`config.mk`:
```
export PLATFORM = sky130hd
export DESIGN_NAME = fat_directory_entry_scanner
export DESIGN_NICKNAME = d
export VERILOG_FILES = /design/src/design/fdes_pkg.sv /design/src/design/fat_directory_entry_scanner.sv /design/src/design/fdes_render.sv
export SDC_FILE = /design/constraint.sdc
export NUM_CORES = 1
export LEC_CHECK = 0
export BUFFER_PORTS_ARGS = -buffer_cell sky130_fd_sc_hd__buf_2
export CAP_MARGIN = 20
export CELL_PAD_IN_SITES_DETAIL_PLACEMENT = 0
export CELL_PAD_IN_SITES_GLOBAL_PLACEMENT = 1
export CORE_MARGIN = 2
export CORE_UTILIZATION = 35
export DETAILED_ROUTE_END_ITERATION = 12
export GPL_TIMING_DRIVEN = 0
export MAX_ROUTING_LAYER = met4
export PLACE_DENSITY_LB_ADDON = 0.1
export SYNTH_ARGS = -nofsm -noshare
export SYNTH_HDL_FRONTEND = slang
export SYNTH_HIERARCHICAL = 1
export SYNTH_SLANG_ARGS = --single-unit
```
`constraint.sdc`:
```
create_clock -name clk -period 7.4 [get_ports clk]
set_input_delay 2.22 -clock clk [delete_from_list [all_inputs] [get_ports clk]]
set_output_delay 2.22 -clock clk [all_outputs]
set_load 0.05 [all_outputs]
```
`src/design/fdes_pkg.sv`:
```
`timescale 1ns / 1ps
// ---------------------------------------------------------------------------
// fdes_pkg
// Types, codes and helpers shared by the FAT directory entry scanner.
// ---------------------------------------------------------------------------
package fdes_pkg;

	localparam int NAME_CHARS = 12;
	localparam int BASE_CHARS = 8;
	localparam int EXT_CHARS = 3;
	localparam int LEN_W = 4;
	localparam int CFG_INDEX_W = 3;
	localparam int CFG_DATA_W = 64;

	localparam logic [7:0] BYTE_END = 8'h00;
	localparam logic [7:0] BYTE_DELETED = 8'hE5;
	localparam logic [7:0] ATTR_LONG_NAME = 8'h0F;
	localparam logic [7:0] ATTR_DIRECTORY = 8'h10;
	localparam logic [7:0] CHAR_SPACE = 8'h20;
	localparam logic [7:0] CHAR_DOT = 8'h2E;
	localparam logic [7:0] CHAR_UPPER_A = 8'h41;
	localparam logic [7:0] CHAR_UPPER_Z = 8'h5A;
	localparam logic [7:0] CASE_OFFSET = 8'd32;
	localparam logic [LEN_W-1:0] MAX_NAME_LEN = LEN_W'(NAME_CHARS);

	typedef enum logic [2:0] {
		ST_SKIPPED = 3'd0,
		ST_COUNTED = 3'd1,
		ST_HIT     = 3'd2,
		ST_END     = 3'd3,
		ST_IGNORED = 3'd4
	} status_t;

	typedef enum logic [CFG_INDEX_W-1:0] {
		REG_SCAN_MODE        = 3'd0,
		REG_TARGET_INDEX     = 3'd1,
		REG_TARGET_NAME_LOW  = 3'd2,
		REG_TARGET_NAME_HIGH = 3'd3,
		REG_TARGET_LENGTH    = 3'd4
	} cfg_reg_t;

	typedef logic [NAME_CHARS-1:0][7:0] name_t;

	typedef struct packed {
		name_t            chars;
		logic [LEN_W-1:0] len;
	} render_t;

	function automatic logic [7:0] fold_lower(input logic [7:0] c);
		if (c >= CHAR_UPPER_A && c <= CHAR_UPPER_Z) begin
			return c + CASE_OFFSET;
		end
		return c;
	endfunction

endpackage

```
`src/design/fat_directory_entry_scanner.sv`:
```
`timescale 1ns / 1ps
// ---------------------------------------------------------------------------
// fat_directory_entry_scanner
// Scans 32-byte FAT directory entries for a name or an entry index.
// ---------------------------------------------------------------------------
// Entries arrive on the entry channel (entry_valid / entry_ready), one
// transaction per entry; first_of_scan opens a new scan. Every entry yields
// exactly one result transaction on the result channel (result_valid /
// result_ready) with a status code; counted and hit entries also carry the
// rendered lower-case short name, cluster, size and directory flag.
// Configuration is written through cfg_write / cfg_index / cfg_data, and the
// user must write it only while no transaction is in flight; the block
// does not enforce this. Indexes past the register list are dropped.
// An accepted entry is registered, then evaluated against the scan counter
// and loaded into the result register.
// Throughput: one entry per cycle unless the receiver stalls; the scan
// counter and done flag are updated as each entry leaves the evaluation stage.
// Reset clears configuration, counter, done flag and both valid flags.
// When the receiver stalls, the result register holds, the input stage
// holds its entry behind it, and entry_ready drops once both are full.
// ---------------------------------------------------------------------------
module fat_directory_entry_scanner #(
	parameter int INDEX_WIDTH = 16
) (
	input  logic                                  clk,
	input  logic                                  arst_n,
	input  logic                                  cfg_write,
	input  logic [fdes_pkg::CFG_INDEX_W-1:0]      cfg_index,
	input  logic [fdes_pkg::CFG_DATA_W-1:0]       cfg_data,
	input  logic                                  entry_valid,
	output logic                                  entry_ready,
	input  logic                                  first_of_scan,
	input  logic [63:0]                           name_base,
	input  logic [23:0]                           name_ext,
	input  logic [7:0]                            attr_byte,
	input  logic [15:0]                           cluster_upper,
	input  logic [15:0]                           cluster_lower,
	input  logic [31:0]                           file_size,
	output logic                                  result_valid,
	input  logic                                  result_ready,
	output fdes_pkg::status_t                     status,
	output logic [31:0]                           start_cluster,
	output logic [31:0]                           size_out,
	output logic                                  is_directory,
	output logic [63:0]                           rendered_low,
	output logic [31:0]                           rendered_high,
	output logic [fdes_pkg::LEN_W-1:0]            rendered_length,
	output logic [15:0]                           entry_number
);
	import fdes_pkg::*;

	localparam int EW = (INDEX_WIDTH < 16) ? INDEX_WIDTH : 16;

	logic                   scan_mode_q;
	logic [15:0]            target_index_q;
	logic [63:0]            target_low_q;
	logic [31:0]            target_high_q;
	logic [LEN_W-1:0]       target_len_q;

	logic [INDEX_WIDTH-1:0] count_q;
	logic                   finished_q;

	logic                   valid_s1;
	logic                   first_s1;
	logic [63:0]            base_s1;
	logic [23:0]            ext_s1;
	logic [7:0]             attr_s1;
	logic [31:0]            cluster_s1;
	logic [31:0]            size_s1;

	logic                   result_valid_q;
	status_t                status_q;
	logic [31:0]            cluster_q;
	logic [31:0]            size_q;
	logic                   dir_q;
	name_t                  name_q;
	logic [LEN_W-1:0]       len_q;
	logic [15:0]            number_q;

	render_t                rendered;
	name_t                  target_chars;
	logic                   advance;
	logic                   fin;
	logic [INDEX_WIDTH-1:0] cnt;
	logic [INDEX_WIDTH-1:0] target_cmp;
	logic                   name_hit;
	logic                   hit;
	status_t                status_d;

	fdes_render u_render (
		.name_base (base_s1),
		.name_ext  (ext_s1),
		.attr_byte (attr_s1),
		.rendered  (rendered)
	);

	assign advance     = !result_valid_q || result_ready;
	assign entry_ready = !valid_s1 || advance;

	always_ff @(posedge clk or negedge arst_n) begin
		if (!arst_n) begin
			scan_mode_q    <= 1'b0;
			target_index_q <= '0;
			target_low_q   <= '0;
			target_high_q  <= '0;
			target_len_q   <= '0;
		end else if (cfg_write) begin
			case (cfg_reg_t'(cfg_index))
				REG_SCAN_MODE:        scan_mode_q    <= cfg_data[0];
				REG_TARGET_INDEX:     target_index_q <= cfg_data[15:0];
				REG_TARGET_NAME_LOW:  target_low_q   <= cfg_data;
				REG_TARGET_NAME_HIGH: target_high_q  <= cfg_data[31:0];
				REG_TARGET_LENGTH:    target_len_q   <= cfg_data[LEN_W-1:0];
				default: ;
			endcase
		end
	end

	always_ff @(posedge clk or negedge arst_n) begin
		if (!arst_n) begin
			valid_s1 <= 1'b0;
		end else if (entry_ready) begin
			valid_s1 <= entry_valid;
		end
	end

	always_ff @(posedge clk) begin
		if (entry_valid && entry_ready) begin
			first_s1   <= first_of_scan;
			base_s1    <= name_base;
			ext_s1     <= name_ext;
			attr_s1    <= attr_byte;
			cluster_s1 <= {cluster_upper, cluster_lower};
			size_s1    <= file_size;
		end
	end

	assign fin          = first_s1 ? 1'b0 : finished_q;
	assign cnt          = first_s1 ? '0 : count_q;
	assign target_cmp   = INDEX_WIDTH'(target_index_q[EW-1:0]);
	assign target_chars = name_t'({target_high_q, target_low_q});

	always_comb begin
		name_hit = (target_len_q <= MAX_NAME_LEN) && (target_len_q == rendered.len);
		for (int k = 0; k < NAME_CHARS; k++) begin
			if (LEN_W'(k) < rendered.len &&
			    fold_lower(target_chars[k]) != rendered.chars[k]) begin
				name_hit = 1'b0;
			end
		end
		hit = scan_mode_q ? (cnt == target_cmp) : name_hit;
	end

	always_comb begin
		if (fin) begin
			status_d = ST_IGNORED;
		end else if (base_s1[7:0] == BYTE_END) begin
			status_d = ST_END;
		end else if (base_s1[7:0] == BYTE_DELETED || attr_s1 == ATTR_LONG_NAME) begin
			status_d = ST_SKIPPED;
		end else if (hit) begin
			status_d = ST_HIT;
		end else begin
			status_d = ST_COUNTED;
		end
	end

	always_ff @(posedge clk or negedge arst_n) begin
		if (!arst_n) begin
			result_valid_q <= 1'b0;
			count_q        <= '0;
			finished_q     <= 1'b0;
		end else if (advance) begin
			result_valid_q <= valid_s1;
			if (valid_s1) begin
				count_q    <= (status_d == ST_COUNTED) ? cnt + INDEX_WIDTH'(1) : cnt;
				finished_q <= fin || status_d == ST_END || status_d == ST_HIT;
			end
		end
	end

	always_ff @(posedge clk) begin
		if (advance && valid_s1) begin
			status_q <= status_d;
			if (status_d == ST_HIT || status_d == ST_COUNTED) begin
				cluster_q <= cluster_s1;
				size_q    <= size_s1;
				dir_q     <= |(attr_s1 & ATTR_DIRECTORY);
				name_q    <= rendered.chars;
				len_q     <= rendered.len;
				number_q  <= 16'(cnt[EW-1:0]);
			end else begin
				cluster_q <= '0;
				size_q    <= '0;
				dir_q     <= 1'b0;
				name_q    <= '0;
				len_q     <= '0;
				number_q  <= '0;
			end
		end
	end

	assign result_valid    = result_valid_q;
	assign status          = status_q;
	assign start_cluster   = cluster_q;
	assign size_out        = size_q;
	assign is_directory    = dir_q;
	assign rendered_low    = name_q[BASE_CHARS-1:0];
	assign rendered_high   = name_q[NAME_CHARS-1:BASE_CHARS];
	assign rendered_length = len_q;
	assign entry_number    = number_q;

endmodule

```
`src/design/fdes_render.sv`:
```
`timescale 1ns / 1ps
// ---------------------------------------------------------------------------
// fdes_render
// Renders a raw short directory entry name (base and extension) as a
// lower-case name, with a dot before the extension when one is shown.
// ---------------------------------------------------------------------------
module fdes_render (
	input  logic [63:0]        name_base,
	input  logic [23:0]        name_ext,
	input  logic [7:0]         attr_byte,
	output fdes_pkg::render_t  rendered
);
	import fdes_pkg::*;

	logic [7:0]       raw [NAME_CHARS];
	logic [7:0]       ext_raw [4];
	logic [LEN_W-1:0] base_len;
	logic [LEN_W-1:0] ext_len;
	logic             ext_on;

	always_comb begin
		for (int k = 0; k < NAME_CHARS; k++) begin
			if (k < BASE_CHARS) begin
				raw[k] = name_base[8*k +: 8];
			end else if (k < BASE_CHARS + EXT_CHARS) begin
				raw[k] = name_ext[8*(k-BASE_CHARS) +: 8];
			end else begin
				raw[k] = BYTE_END;
			end
		end
		for (int k = 0; k < 4; k++) begin
			ext_raw[k] = (k < EXT_CHARS) ? raw[BASE_CHARS+k] : BYTE_END;
		end
	end

	always_comb begin
		base_len = LEN_W'(BASE_CHARS);
		for (int k = BASE_CHARS - 1; k >= 0; k--) begin
			if (raw[k] == CHAR_SPACE) begin
				base_len = LEN_W'(k);
			end
		end
		ext_len = LEN_W'(EXT_CHARS);
		for (int k = EXT_CHARS - 1; k >= 0; k--) begin
			if (ext_raw[k] == CHAR_SPACE) begin
				ext_len = LEN_W'(k);
			end
		end
		ext_on = (attr_byte != ATTR_DIRECTORY) && (ext_raw[0] != CHAR_SPACE);
	end

	always_comb begin
		logic [LEN_W-1:0] off;
		for (int p = 0; p < NAME_CHARS; p++) begin
			off = LEN_W'(p) - base_len - LEN_W'(1);
			if (LEN_W'(p) < base_len) begin
				rendered.chars[p] = fold_lower(raw[p]);
			end else if (ext_on && LEN_W'(p) == base_len) begin
				rendered.chars[p] = CHAR_DOT;
			end else if (ext_on && LEN_W'(p) > base_len && off < ext_len) begin
				rendered.chars[p] = fold_lower(ext_raw[off[1:0]]);
			end else begin
				rendered.chars[p] = BYTE_END;
			end
		end
		rendered.len = base_len + (ext_on ? (LEN_W'(1) + ext_len) : LEN_W'(0));
	end

endmodule

```
==> reports/results.txt <==
Hold-fix buffers at CTS: 0
Antenna violations before repair: 9
Initial core utilization: 0.353
Areal power density over the cells: 266 mW/mm²
Synthesized area per cell: 12.3 µm²
Total power: 7.73 mW
Max Root-Sink Buffers: 3
TritonCTS clock tree: built
Setup repair after global routing missed its margin: no
Share of synthesized area occupied by flip-flops and latches: 0.582
Post-route DRC violation count: 0
Slew at the pin with the worst max-slew slack: 1.05 ns
Nets in the synthesized netlist: 2201
Nets: 2689
Hold Violations, Final: 0
Routability congestion estimate: 0.901
Tot GR Track Use: 0.228
Share of final-layout standard cells stronger than drive strength 1: 0.285
Clock Sink Count: 481
Final core utilization: 0.433
Synthesis-to-layout area growth: 22.8%
Max-Slew Margin vs Limit: 0.297
Post-route clock skew: 0.0398 ns
Cell type with the highest aggregate area in the netlist: sky130_fd_sc_hd__edfxtp_1
Data required time at the worst endpoint: 7.91 ns
Vert. Die Dim: 264 µm
Most frequent cell after synthesis: sky130_fd_sc_hd__edfxtp_1
Worst-Skew Late Latency: 0.63 ns
Port Buffers: 418
Arrival @ worst endpoint: 7.57 ns
Area of the multi-input gates: 0.00953 mm²
Count of different cell masters after synthesis: 93
Placeable core region: 0.0670 mm²
FFs w/ async S/R, synth: 0.283
Post-synth top cells: sky130_fd_sc_hd__edfxtp_1, sky130_fd_sc_hd__and2_1, sky130_fd_sc_hd__dfrtp_1, sky130_fd_sc_hd__mux2_2, sky130_fd_sc_hd__nand2_1
Storage element area: 0.0138 mm²
Shortest clock period the worst path allows after layout: 7.05 ns
Total clock buffers created by CTS: 54
Die area: 0.0696 mm²
Final setup vio count: 0
Outcome: completed
Most used flip-flop cell after synthesis: sky130_fd_sc_hd__edfxtp_1
H-Tree Depth: 2
Number of max-slew violations in the final report: 0
Routed vias: 17652
Pin count of the biggest net entering global routing: 124
Max rail drop VDD: 0.000154 V
Final cycle utilization of the critical path: 0.953
Detailed-route wire length per cell: 23.6 µm
Startpoint Class: flop
EDFF count, synth: 345
Count of warnings emitted by yosys: 6
Via count of the first global-routing pass: 17538
Number of synthesized register bits: 481
Most area-consuming cells after synthesis: sky130_fd_sc_hd__edfxtp_1, sky130_fd_sc_hd__dfrtp_1, sky130_fd_sc_hd__mux2_2
Number of top-level pins: 419
Crit-path max FO: 20
Final design instance area without fill: 0.0290 mm²
Width of the die: 264 µm
Site row count: 95
Clock Root Buffer: sky130_fd_sc_hd__clkbuf_16
Drt first-iter violations: 1312
Remaining Overflow, GRT: 0
Dpl hpwl: 61500 µm
Detail Route Antenna Nets: 0
Category of the worst setup path capture point: flop
Cell leakage power: 11.4 nW
Synthesized area: 0.0236 mm²
Fraction of synthesized cell area taken by the top area cell type: 0.438
Max-cap violation count: 0
Top achievable clock speed: 142 MHz
Fillers: 6382
Worst hold-check path type: reg2reg
DRT Wirelength: 78700 µm
Number of instances in the synthesized netlist: 1925
Critical path class: reg2reg
DP Area: 0.0270 mm²
Vias/cell: 5.29
Number of optimization iterations in the first detailed-route pass: 5
Global-route wire length before repair: 115000 µm
Register clock-pin slew on the reported worst setup and hold paths: 0.06 ns
power breakdown:
group | total [mW] | switching [mW] | internal, mW
Clock | 2.77 | 1.15 | 1.62
Combinational | 1.45 | 0.905 | 0.550
Sequential | 3.51 | 0.270 | 3.24
Total | 7.73 | 2.32 | 5.41
metal layers:
| layer | vias up | global-route usage | share of wire | routed length, µm |
|---|---|---|---|---|
| met2 | 497 | 0.386 | 0.50 | 39100 |
| met4 | 0 | 0.0708 | 0.033 | 2570 |
| met3 | 137 | 0.0301 | 0.044 | 3450 |
| met1 | 8788 | 0.284 | 0.43 | 33500 |
| met5 | - | - | 0 | 0 |
| li1 | 8230 | - | - | - |
worst max-delay path: stages (launching register included):
cell and delay [ns]:
sky130_fd_sc_hd__edfxtp_1 0.42, sky130_fd_sc_hd__or4_4 0.59, sky130_fd_sc_hd__nor4_4 0.42, sky130_fd_sc_hd__nand3_2 0.25
sky130_fd_sc_hd__o211ai_4 0.17, sky130_fd_sc_hd__inv_4 0.17, sky130_fd_sc_hd__ha_1 0.36, sky130_fd_sc_hd__clkbuf_2 0.23
sky130_fd_sc_hd__nand2_1 0.11, sky130_fd_sc_hd__a2111oi_0 0.06, sky130_fd_sc_hd__a211oi_1 0.39, sky130_fd_sc_hd__buf_2 0.30
sky130_fd_sc_hd__nand2_1 0.07, sky130_fd_sc_hd__or4_4 0.43, sky130_fd_sc_hd__a41oi_2 0.32, sky130_fd_sc_hd__o22ai_1 0.22
sky130_fd_sc_hd__xnor2_1 0.26, sky130_fd_sc_hd__xnor2_1 0.10, sky130_fd_sc_hd__nor4_1 0.27, sky130_fd_sc_hd__o2111ai_1 0.24
sky130_fd_sc_hd__nor4_4 0.17, sky130_fd_sc_hd__buf_4 0.18, sky130_fd_sc_hd__a41oi_2 0.20, sky130_fd_sc_hd__nor4_4 0.30
sky130_fd_sc_hd__buf_4 0.20, sky130_fd_sc_hd__buf_6 0.16, sky130_fd_sc_hd__nor3_1 0.06, sky130_fd_sc_hd__a221o_1 0.29
timing repair:
action,in CTS,in global routing
pin swaps,4,3
setup endpoints to repair,19,19
resized for setup,17,9
setup buffers,4,3
metrics by stage:
step | instances | TNS, ns | hold WS, ns | setup slack [ns]
after detailed placement | 3223 | -24.07 | 0.501 | -1.34
after CTS | 3328 | 0 | 0.512 | 0.0339
final | 3336 | 0 | 0.509 | 0.346
after global routing | 3335 | 0 | 0.527 | 0.0240
after global placement | 3216 | -202.84 | 0.473 | -1.32
after floorplan | 1925 | 0 | 0.454 | 0.430
registers in the layout (all words and copies together) (netlist names), 3 cells and up:
register         cells
rendered_low        64
rendered_length      4
target_high_q       32
base_s1             64
start_cluster       32
size_s1             32
ext_s1              24
cluster_s1          32
target_len_q         4
entry_number        16
target_cmp          16
count_q             16
size_out            32
attr_s1              8
rendered_high       32
target_low_q        64
status               3
final timing paths:
check,startpoint,end,depth (start not counted),slack (ns)
worst max-delay path,base_s1[24]$_DFFE_PP_,count_q[14]$_DFFE_PN0P_,27,0.35
worst min-delay path,size_s1[19]$_DFFE_PP_,size_out[19]$_SDFFCE_PN0P_,1,0.51
worst max register to register,base_s1[24]$_DFFE_PP_,count_q[14]$_DFFE_PN0P_,27,0.35
worst min register to register,size_s1[19]$_DFFE_PP_,size_out[19]$_SDFFCE_PN0P_,1,0.51
max in group asynchronous,arst_n,count_q[2]$_DFFE_PN0P_,2,4.96
min in group asynchronous,arst_n,target_low_q[53]$_DFFE_PN0P_,1,1.60
cell families after synthesis:
group,count (synthesis),share of synthesized area
AOI/OAI and AO/OA,383,0.116
buffers and inverters,121,0.0202
DFF,481,0.582
adders and majority gates,43,0.0231
xor gates and xnor gates,115,0.0426
and+or+nand+nor,657,0.156
muxes,125,0.0591
area by class of cell:
cell class                 instances  area share
antenna                            4    0.000345
buffer                            64     0.00914
clock buffer                      71      0.0515
clock inverter                    31      0.0124
inverter                          56     0.00780
multi-input combinational       1323       0.328
sequential                       481       0.474
tap                              873      0.0376
timing repair buffer             433      0.0790
cell usage in the layout (no fill, tap or decap), drive strengths merged, types with 10 or more instances in the layout:
cell type,n
buf,440
edfxtp,345
and2,180
dfrtp,136
clkbuf,128
nand2,112
mux2,111
nor2,103
a21oi,78
o21ai,71
xnor2,69
inv,60
nor3,51
xor2,46
ha,42
nand3,41
o22ai,25
nor4,23
nand2b,22
and3,22
or4,22
o2bb2ai,21
nor2b,17
a21o,17
clkinv,17
mux2i,14
o211ai,14
nor4b,13
a211oi,13
o41ai,12
a31oi,11
nand4,11
o31ai,11
nor3b,10
o21a,10
Power figures use the tool's default switching activity.
